File: config.mk
export PLATFORM = sky130hd
export DESIGN_NAME = cgl_step
export DESIGN_NICKNAME = d
export VERILOG_FILES = /design/src/rtl/assert_macros.svh /design/src/rtl/cgl_pkg.sv /design/src/rtl/cgl_step.sv
export SDC_FILE = /design/constraint.sdc
export NUM_CORES = 2
export LEC_CHECK = 0
export BUFFER_PORTS_ARGS = -buffer_cell sky130_fd_sc_hd__buf_2
export CAP_MARGIN = 20
export CORE_MARGIN = 10
export CORE_UTILIZATION = 30
export CTS_CLUSTER_SIZE = 8
export DETAILED_ROUTE_END_ITERATION = 12
export GPL_TIMING_DRIVEN = 0
export PLACE_DENSITY = 0.45
export SETUP_SLACK_MARGIN = 0.15
export SLEW_MARGIN = 20
export SYNTH_ARGS = -nofsm -noshare
export SYNTH_HDL_FRONTEND = slang
export SYNTH_SLANG_ARGS = --single-unit
File: constraint.sdc
create_clock -name i_clk -period 14.9 [get_ports i_clk]
set_clock_uncertainty 0.15 [all_clocks]
set_input_delay 2.98 -clock i_clk [delete_from_list [all_inputs] [get_ports i_clk]]
set_output_delay 2.98 -clock i_clk [all_outputs]
set_load 0.01 [all_outputs]
File: src/rtl/assert_macros.svh
`ifndef ASSERT_MACROS_SVH
`define ASSERT_MACROS_SVH

// Clocked check, switched off while reset is asserted.
`define CGL_ASSERT(lbl, clk, rst_n, prop, msg) \
    lbl: assert property (@(posedge clk) disable iff (!rst_n) prop) else $error(msg);

// Clocked check that also holds through reset.
`define CGL_ASSERT_ALWAYS(lbl, clk, prop, msg) \
    lbl: assert property (@(posedge clk) prop) else $error(msg);

`endif

File: src/rtl/cgl_pkg.sv
`timescale 1ns / 1ps

package cgl_pkg;

    localparam int X_W       = 25;   // argument width, Q1.24
    localparam int FRAC_W    = 24;   // fraction bits of the argument and result
    localparam int RES_W     = 26;   // result width, signed Q2.24
    localparam int TERM_W    = 50;   // recurrence terms, signed Q.48
    localparam int MAX_TERMS = 13;
    localparam int NUM_TERMS_DEF = 13;

    // Partial product widths for |b| * y, |b| split at the fraction point
    localparam int MH_W = TERM_W - FRAC_W;   // upper part of |b|
    localparam int PH_W = MH_W + X_W;        // upper partial product
    localparam int PL_W = FRAC_W + X_W;      // lower partial product before the shift

    // Series coefficients, round(c * 2^48); the tail terms vanish at this precision
    localparam logic signed [TERM_W-1:0] COEF_TAB [MAX_TERMS] = '{
        50'sd64335796780601,
        50'sd62414379084075,
        -50'sd1869401394326,
        50'sd50817045501,
        -50'sd1175542676,
        50'sd23305738,
        -50'sd402082,
        50'sd6125,
        -50'sd83,
        50'sd1,
        50'sd0,
        50'sd0,
        50'sd0
    };

    typedef struct packed {
        logic [X_W-1:0]           x;
        logic                     oor;
        logic signed [TERM_W-1:0] a;
        logic signed [TERM_W-1:0] b;
    } t_term;

    typedef struct packed {
        logic mul;   // advance the product register
        logic add;   // advance the sum register
    } t_step_en;

endpackage

File: src/rtl/cgl_step.sv
`timescale 1ns / 1ps

// One recurrence step over two register stages:
//   stage 1: |b| * y as two partial products, t = coef - b
//   stage 2: b' = a + sign(b) * (sum of partials), a' = t
// FINAL uses y = x, otherwise y = 2x.
module cgl_step import cgl_pkg::*; #(
    parameter logic signed [TERM_W-1:0] COEF  = '0,
    parameter bit                       FINAL = 1'b0
) (
    input  logic     i_clk,
    input  t_step_en i_en,
    input  t_term    i_term,
    output t_term    o_term
);

    logic              neg;
    logic [TERM_W-1:0] mag;
    logic [MH_W-1:0]   mh;
    logic [FRAC_W-1:0] ml;
    logic [X_W-1:0]    y;
    logic [PH_W-1:0]   ph;
    logic [PL_W-1:0]   pl_full;

    logic [X_W-1:0]           r_x;
    logic                     r_oor;
    logic signed [TERM_W-1:0] r_a;
    logic signed [TERM_W-1:0] r_t;
    logic                     r_neg;
    logic [PH_W-1:0]          r_ph;
    logic [X_W-1:0]           r_pl;

    logic [PH_W-1:0]          sum;
    logic signed [TERM_W-1:0] prod;
    t_term                    n_term;
    t_term                    r_term;

    // sign-magnitude product truncates toward zero
    always_comb begin
        neg     = i_term.b[TERM_W-1];
        mag     = neg ? TERM_W'(-i_term.b) : TERM_W'(i_term.b);
        mh      = mag[TERM_W-1:FRAC_W];
        ml      = mag[FRAC_W-1:0];
        y       = FINAL ? {1'b0, i_term.x[FRAC_W-1:0]} : {i_term.x[FRAC_W-1:0], 1'b0};
        ph      = PH_W'(mh) * PH_W'(y);
        pl_full = PL_W'(ml) * PL_W'(y);
    end

    always_ff @(posedge i_clk) begin
        if (i_en.mul) begin
            r_x   <= i_term.x;
            r_oor <= i_term.oor;
            r_a   <= i_term.a;
            r_t   <= COEF - i_term.b;
            r_neg <= neg;
            r_ph  <= ph;
            r_pl  <= pl_full[PL_W-1:FRAC_W];
        end
    end

    // terms stay well inside TERM_W for any in-range x, so no clamping is needed
    always_comb begin
        sum      = r_ph + PH_W'(r_pl);
        prod     = r_neg ? -$signed(sum[TERM_W-1:0]) : $signed(sum[TERM_W-1:0]);
        n_term.x   = r_x;
        n_term.oor = r_oor;
        n_term.a   = r_t;
        n_term.b   = r_a + prod;
    end

    always_ff @(posedge i_clk) begin
        if (i_en.add) begin
            r_term <= n_term;
        end
    end

    assign o_term = r_term;

endmodule

==> report_table.html <==
<table>
<tr><th>Metric</th><th>Value</th></tr>
<tr><th colspan="2">Status</th></tr>
<tr><td>Status</td><td>finished clean</td></tr>
<tr><th colspan="2">Hold path</th></tr>
<tr><td>Min-Delay Path Depth</td><td>0</td></tr>
<tr><td>Class of the tightest hold or removal check</td><td>reg -&gt; reg</td></tr>
<tr><td>Min-Delay Startpoint</td><td>r_x[6]</td></tr>
<tr><td>Worst-case hold path end point</td><td>o_term[107]</td></tr>
<tr><th colspan="2">Floorplanning</th></tr>
<tr><td>Num rows</td><td>156</td></tr>
<tr><td>Top-level port count</td><td>255</td></tr>
<tr><td>Effective utilization at floorplan</td><td>30.25%</td></tr>
<tr><td>Chip width</td><td>447.6 um</td></tr>
<tr><td>Floorplan Core Area</td><td>181300 um^2</td></tr>
<tr><td>Height of the die</td><td>447.6 um</td></tr>
<tr><td>Total die area</td><td>200300 um^2</td></tr>
<tr><th colspan="2">Run</th></tr>
<tr><td>Max-capacitance violation count</td><td>0</td></tr>
<tr><th colspan="2">Worst setup path</th></tr>
<tr><td>Worst stage delay on the critical path</td><td>0.72 ns</td></tr>
<tr><td>CP Data Required Time</td><td>15.25 ns</td></tr>
<tr><td>Buf/Inv on CP</td><td>9</td></tr>
<tr><td>Worst R2R End</td><td>o_term[49]</td></tr>
<tr><td>Kind of start point of the critical path</td><td>primary input</td></tr>
<tr><td>Data arrival, critical path</td><td>14.79 ns</td></tr>
<tr><td>Maximum fanout count along the critical path</td><td>10</td></tr>
<tr><td>Type of element capturing the critical path</td><td>register</td></tr>
<tr><td>Reg-to-reg setup timing slack</td><td>7.22 ns</td></tr>
<tr><td>Worst-path cell with the longest stage delay</td><td>sky130_fd_sc_hd__clkbuf_1</td></tr>
<tr><td>Reg2Reg Launch Point</td><td>r_ph[3]</td></tr>
<tr><td>Register-to-Register Path Depth</td><td>23</td></tr>
<tr><td>Crit Path Class</td><td>in -&gt; reg</td></tr>
<tr><td>Kind of cell with the highest combined delay on the critical path</td><td>adder cells</td></tr>
<tr><td>CP startpoint</td><td>i_term[0]</td></tr>
<tr><td>Most used cell along the critical path</td><td>sky130_fd_sc_hd__fa_1</td></tr>
<tr><th colspan="2">Drt</th></tr>
<tr><td>Total detailed-routing wirelength</td><td>207400 um</td></tr>
<tr><td>Per-cell routed wire length</td><td>24.76 um</td></tr>
<tr><td>Post-detailed-route via-to-cell ratio</td><td>4.873</td></tr>
<tr><td>Number of antenna-violating nets in the routed design</td><td>0</td></tr>
<tr><td>Post-detailed-route DRC marker count</td><td>0</td></tr>
<tr><td>First DRT Iteration DRCs</td><td>2921</td></tr>
<tr><td>Number of vias after detailed routing</td><td>40815</td></tr>
<tr><td>First-pass iteration count of the detailed router</td><td>8</td></tr>
<tr><th colspan="2">Placement</th></tr>
<tr><td>Weighted congestion reported at the end of routability-driven placement</td><td>0.9490</td></tr>
<tr><td>Quantity of I/O buffers inserted on ports</td><td>250</td></tr>
<tr><td>Placed insts</td><td>8278</td></tr>
<tr><td>Pre-CTS setup slack</td><td>-0.7075 ns</td></tr>
<tr><td>DP Wirelength</td><td>170300 um</td></tr>
<tr><th colspan="2">STA</th></tr>
<tr><td>Hold Worst Slack</td><td>0.2505 ns</td></tr>
<tr><td>Max-Slew Margin vs Limit</td><td>11.87%</td></tr>
<tr><td>Fin crit share</td><td>96.92%</td></tr>
<tr><td>Slew at the pin closest to its max-slew limit</td><td>1.322 ns</td></tr>
<tr><td>Final setup vio count</td><td>0</td></tr>
<tr><td>Fmax achieved</td><td>69.24 MHz</td></tr>
<tr><td>Setup repair after global routing missed its margin</td><td>yes</td></tr>
<tr><td>Max Slew Vio Count</td><td>0</td></tr>
<tr><td>Fin crit period</td><td>14.44 ns</td></tr>
<tr><td>Min setup slack post-route</td><td>0.4583 ns</td></tr>
<tr><td>Hold Fails Final Rpt</td><td>0</td></tr>
<tr><th colspan="2">Clocking</th></tr>
<tr><td>Clock root buffer</td><td>sky130_fd_sc_hd__clkbuf_16</td></tr>
<tr><td>TritonCTS clock tree</td><td>done</td></tr>
<tr><td>Clk slew on worst S/H paths</td><td>0.05 ns</td></tr>
<tr><td>CTS Buf Count</td><td>49</td></tr>
<tr><td>Clock tree sinks</td><td>327</td></tr>
<tr><td>H-tree depth</td><td>2</td></tr>
<tr><td>Clock insertion delay at the later pin of the skew report</td><td>0.68 ns</td></tr>
<tr><td>Maximum buffer depth of the clock tree</td><td>3</td></tr>
<tr><th colspan="2">Synth</th></tr>
<tr><td>Top cells by instance count after synthesis</td><td>sky130_fd_sc_hd__inv_1 (1103), sky130_fd_sc_hd__fa_1 (1008), sky130_fd_sc_hd__nand2_1 (789)</td></tr>
<tr><td>EDFF count, synth</td><td>327</td></tr>
<tr><td>Top FF cell, synth</td><td>sky130_fd_sc_hd__edfxtp_1</td></tr>
<tr><td>Flops &amp; latches, synth</td><td>327</td></tr>
<tr><td>Mean Syn Cell Area</td><td>9.705 um^2</td></tr>
<tr><td>Cell area after technology mapping</td><td>54850 um^2</td></tr>
<tr><td>Top post-synthesis cells by area</td><td>sky130_fd_sc_hd__fa_1 (37%), sky130_fd_sc_hd__edfxtp_1 (18%), sky130_fd_sc_hd__ha_1 (9.5%), sky130_fd_sc_hd__inv_1 (7.5%), sky130_fd_sc_hd__and2_1 (6.4%)</td></tr>
<tr><td>Post-synthesis net count</td><td>7206</td></tr>
<tr><td>Yosys top cell area share</td><td>36.79%</td></tr>
<tr><td>Netlist cell types</td><td>82</td></tr>
<tr><td>Cell type with the largest total area after synthesis</td><td>sky130_fd_sc_hd__fa_1</td></tr>
<tr><td>Synth warn</td><td>0</td></tr>
<tr><td>Proportion of synthesized flip-flops having asynchronous set or reset</td><td>0%</td></tr>
<tr><td>Sequential fraction of the synthesis area</td><td>17.90%</td></tr>
<tr><td>Number of instances in the synthesized netlist</td><td>5652</td></tr>
<tr><td>Cell with the most instances after synthesis</td><td>sky130_fd_sc_hd__inv_1</td></tr>
<tr><th colspan="2">Layout</th></tr>
<tr><td>Final cell count without fillers</td><td>8375</td></tr>
<tr><td># fillers</td><td>18792</td></tr>
<tr><td>Final Net Count</td><td>7514</td></tr>
<tr><td>Fraction of final layout cells sized beyond drive strength 1</td><td>6.597%</td></tr>
<tr><td>Synth-to-layout area growth</td><td>10.88%</td></tr>
<tr><th colspan="2">Global routing</th></tr>
<tr><td>Total GRT Usage</td><td>20.59%</td></tr>
<tr><td>Via count of the first global-routing pass</td><td>43103</td></tr>
<tr><td>Antenna violations before repair</td><td>46</td></tr>
<tr><td>Global-route wire length before repair</td><td>301000 um</td></tr>
<tr><td>Gr ovfl total</td><td>0</td></tr>
<tr><td>Maximum number of pins on one net before global-route repair</td><td>87</td></tr>
</table>
how the worst max path moves through the flow:
stage / slack, ns / cells after the start / end
after global placement: -1.43 / 37 / r_ph[42]
after CTS: 0.21 / 35 / r_pl[24]
after detailed placement: -0.71 / 37 / r_ph[42]
final: 0.46 / 38 / r_ph[47]
after global routing: 0.06 / 38 / r_pl[24]
after floorplan: 2.47 / 36 / r_ph[47]
logic make-up after synthesis:
group	after synthesis	share of synthesized area, %
and+or+nand+nor	1766	16.05
xor gates and xnor gates	287	4.608
buffers and inverters	1363	9.334
AOI/OAI and AO/OA	480	5.728
adders and majority gates	1425	46.30
DFF	327	17.90
muxes	4	0.07528
sequential cells by signal, summed over array words and instances (netlist names):
| register | flops |
|---|---|
| o_term | 126 |
| r_ph | 49 |
| r_oor | 1 |
| r_a | 50 |
| r_neg | 1 |
| r_t | 50 |
| r_pl | 25 |
| r_x | 25 |
cells in the final DEF, fill, tap and decap left out, types with 7 or more instances in the layout:
| cell type | n |
|---|---|
| sky130_fd_sc_hd__o21a_1 | 25 |
| sky130_fd_sc_hd__nand4_1 | 28 |
| sky130_fd_sc_hd__edfxtp_1 | 327 |
| sky130_fd_sc_hd__nor4_1 | 12 |
| sky130_fd_sc_hd__o211ai_1 | 15 |
| sky130_fd_sc_hd__nor2_1 | 109 |
| sky130_fd_sc_hd__o31ai_1 | 20 |
| sky130_fd_sc_hd__fa_1 | 1008 |
| sky130_fd_sc_hd__or2_2 | 10 |
| sky130_fd_sc_hd__clkbuf_2 | 34 |
| sky130_fd_sc_hd__a211oi_1 | 14 |
| sky130_fd_sc_hd__xnor2_1 | 176 |
| sky130_fd_sc_hd__buf_2 | 249 |
| sky130_fd_sc_hd__xor2_1 | 100 |
| sky130_fd_sc_hd__a21oi_1 | 128 |
| sky130_fd_sc_hd__xnor2_2 | 9 |
| sky130_fd_sc_hd__a21boi_0 | 7 |
| sky130_fd_sc_hd__nand2_1 | 789 |
| sky130_fd_sc_hd__clkbuf_16 | 49 |
| sky130_fd_sc_hd__ha_1 | 417 |
| sky130_fd_sc_hd__and2_1 | 564 |
| sky130_fd_sc_hd__nor2b_1 | 22 |
| sky130_fd_sc_hd__o21ai_0 | 102 |
| sky130_fd_sc_hd__a21o_1 | 67 |
| sky130_fd_sc_hd__nand3_1 | 49 |
| sky130_fd_sc_hd__clkbuf_1 | 224 |
| sky130_fd_sc_hd__or4_1 | 10 |
| sky130_fd_sc_hd__a31oi_1 | 16 |
| sky130_fd_sc_hd__a211o_1 | 10 |
| sky130_fd_sc_hd__o21bai_1 | 15 |
| sky130_fd_sc_hd__nand2b_1 | 33 |
| sky130_fd_sc_hd__diode_2 | 33 |
| sky130_fd_sc_hd__and3_1 | 24 |
| sky130_fd_sc_hd__inv_1 | 1103 |
| sky130_fd_sc_hd__or3_1 | 32 |
| sky130_fd_sc_hd__nor3_1 | 44 |
timing repair:
item | 4_1_cts | 5_1_grt
hold buffers | 0 | 0
setup endpoints to repair | 7 | 16
gates cloned | 0 | 0
resized for setup | 4 | 10
buffers inserted | 0 | 0
final cells by class:
class | count | area, um^2 | share of cell area [%]
Sequential cell | 327 | 9819 | 16.14
Antenna cell | 33 | 82.58 | 0.1358
Buffer | 260 | 1023 | 1.683
Timing Repair Buffer | 257 | 1415 | 2.327
Clock inverter | 9 | 112.6 | 0.1851
Clock buffer | 54 | 1245 | 2.047
Inverter | 1103 | 4140 | 6.807
Tap cell | 2370 | 2965 | 4.876
Multi-Input combinational cell | 3962 | 40020 | 65.80
per-layer routing:
metal	wire length [um]	global-route usage, %	up-vias
met2	92730	32.12	1545
met4	9402	8.759	0
met1	89440	27.94	20887
met5	0	0	-
met3	15790	3.815	308
li1	-	-	18075
through the flow:
| step | TNS [ns] | cell area [um^2] | utilization [%] |
|---|---|---|---|
| after global routing | 0 | 60770 | 33.51 |
| after CTS | 0 | 60690 | 33.47 |
| after detailed placement | -6.713 | 59330 | 32.72 |
| final | 0 | 60820 | 33.54 |
| after global placement | -21.59 | 59070 | 32.57 |
| after floorplan | 0 | 54850 | - |
Power is not shown: default switching activity piles up to over one toggle a cycle in this logic, so the estimate is an artifact.
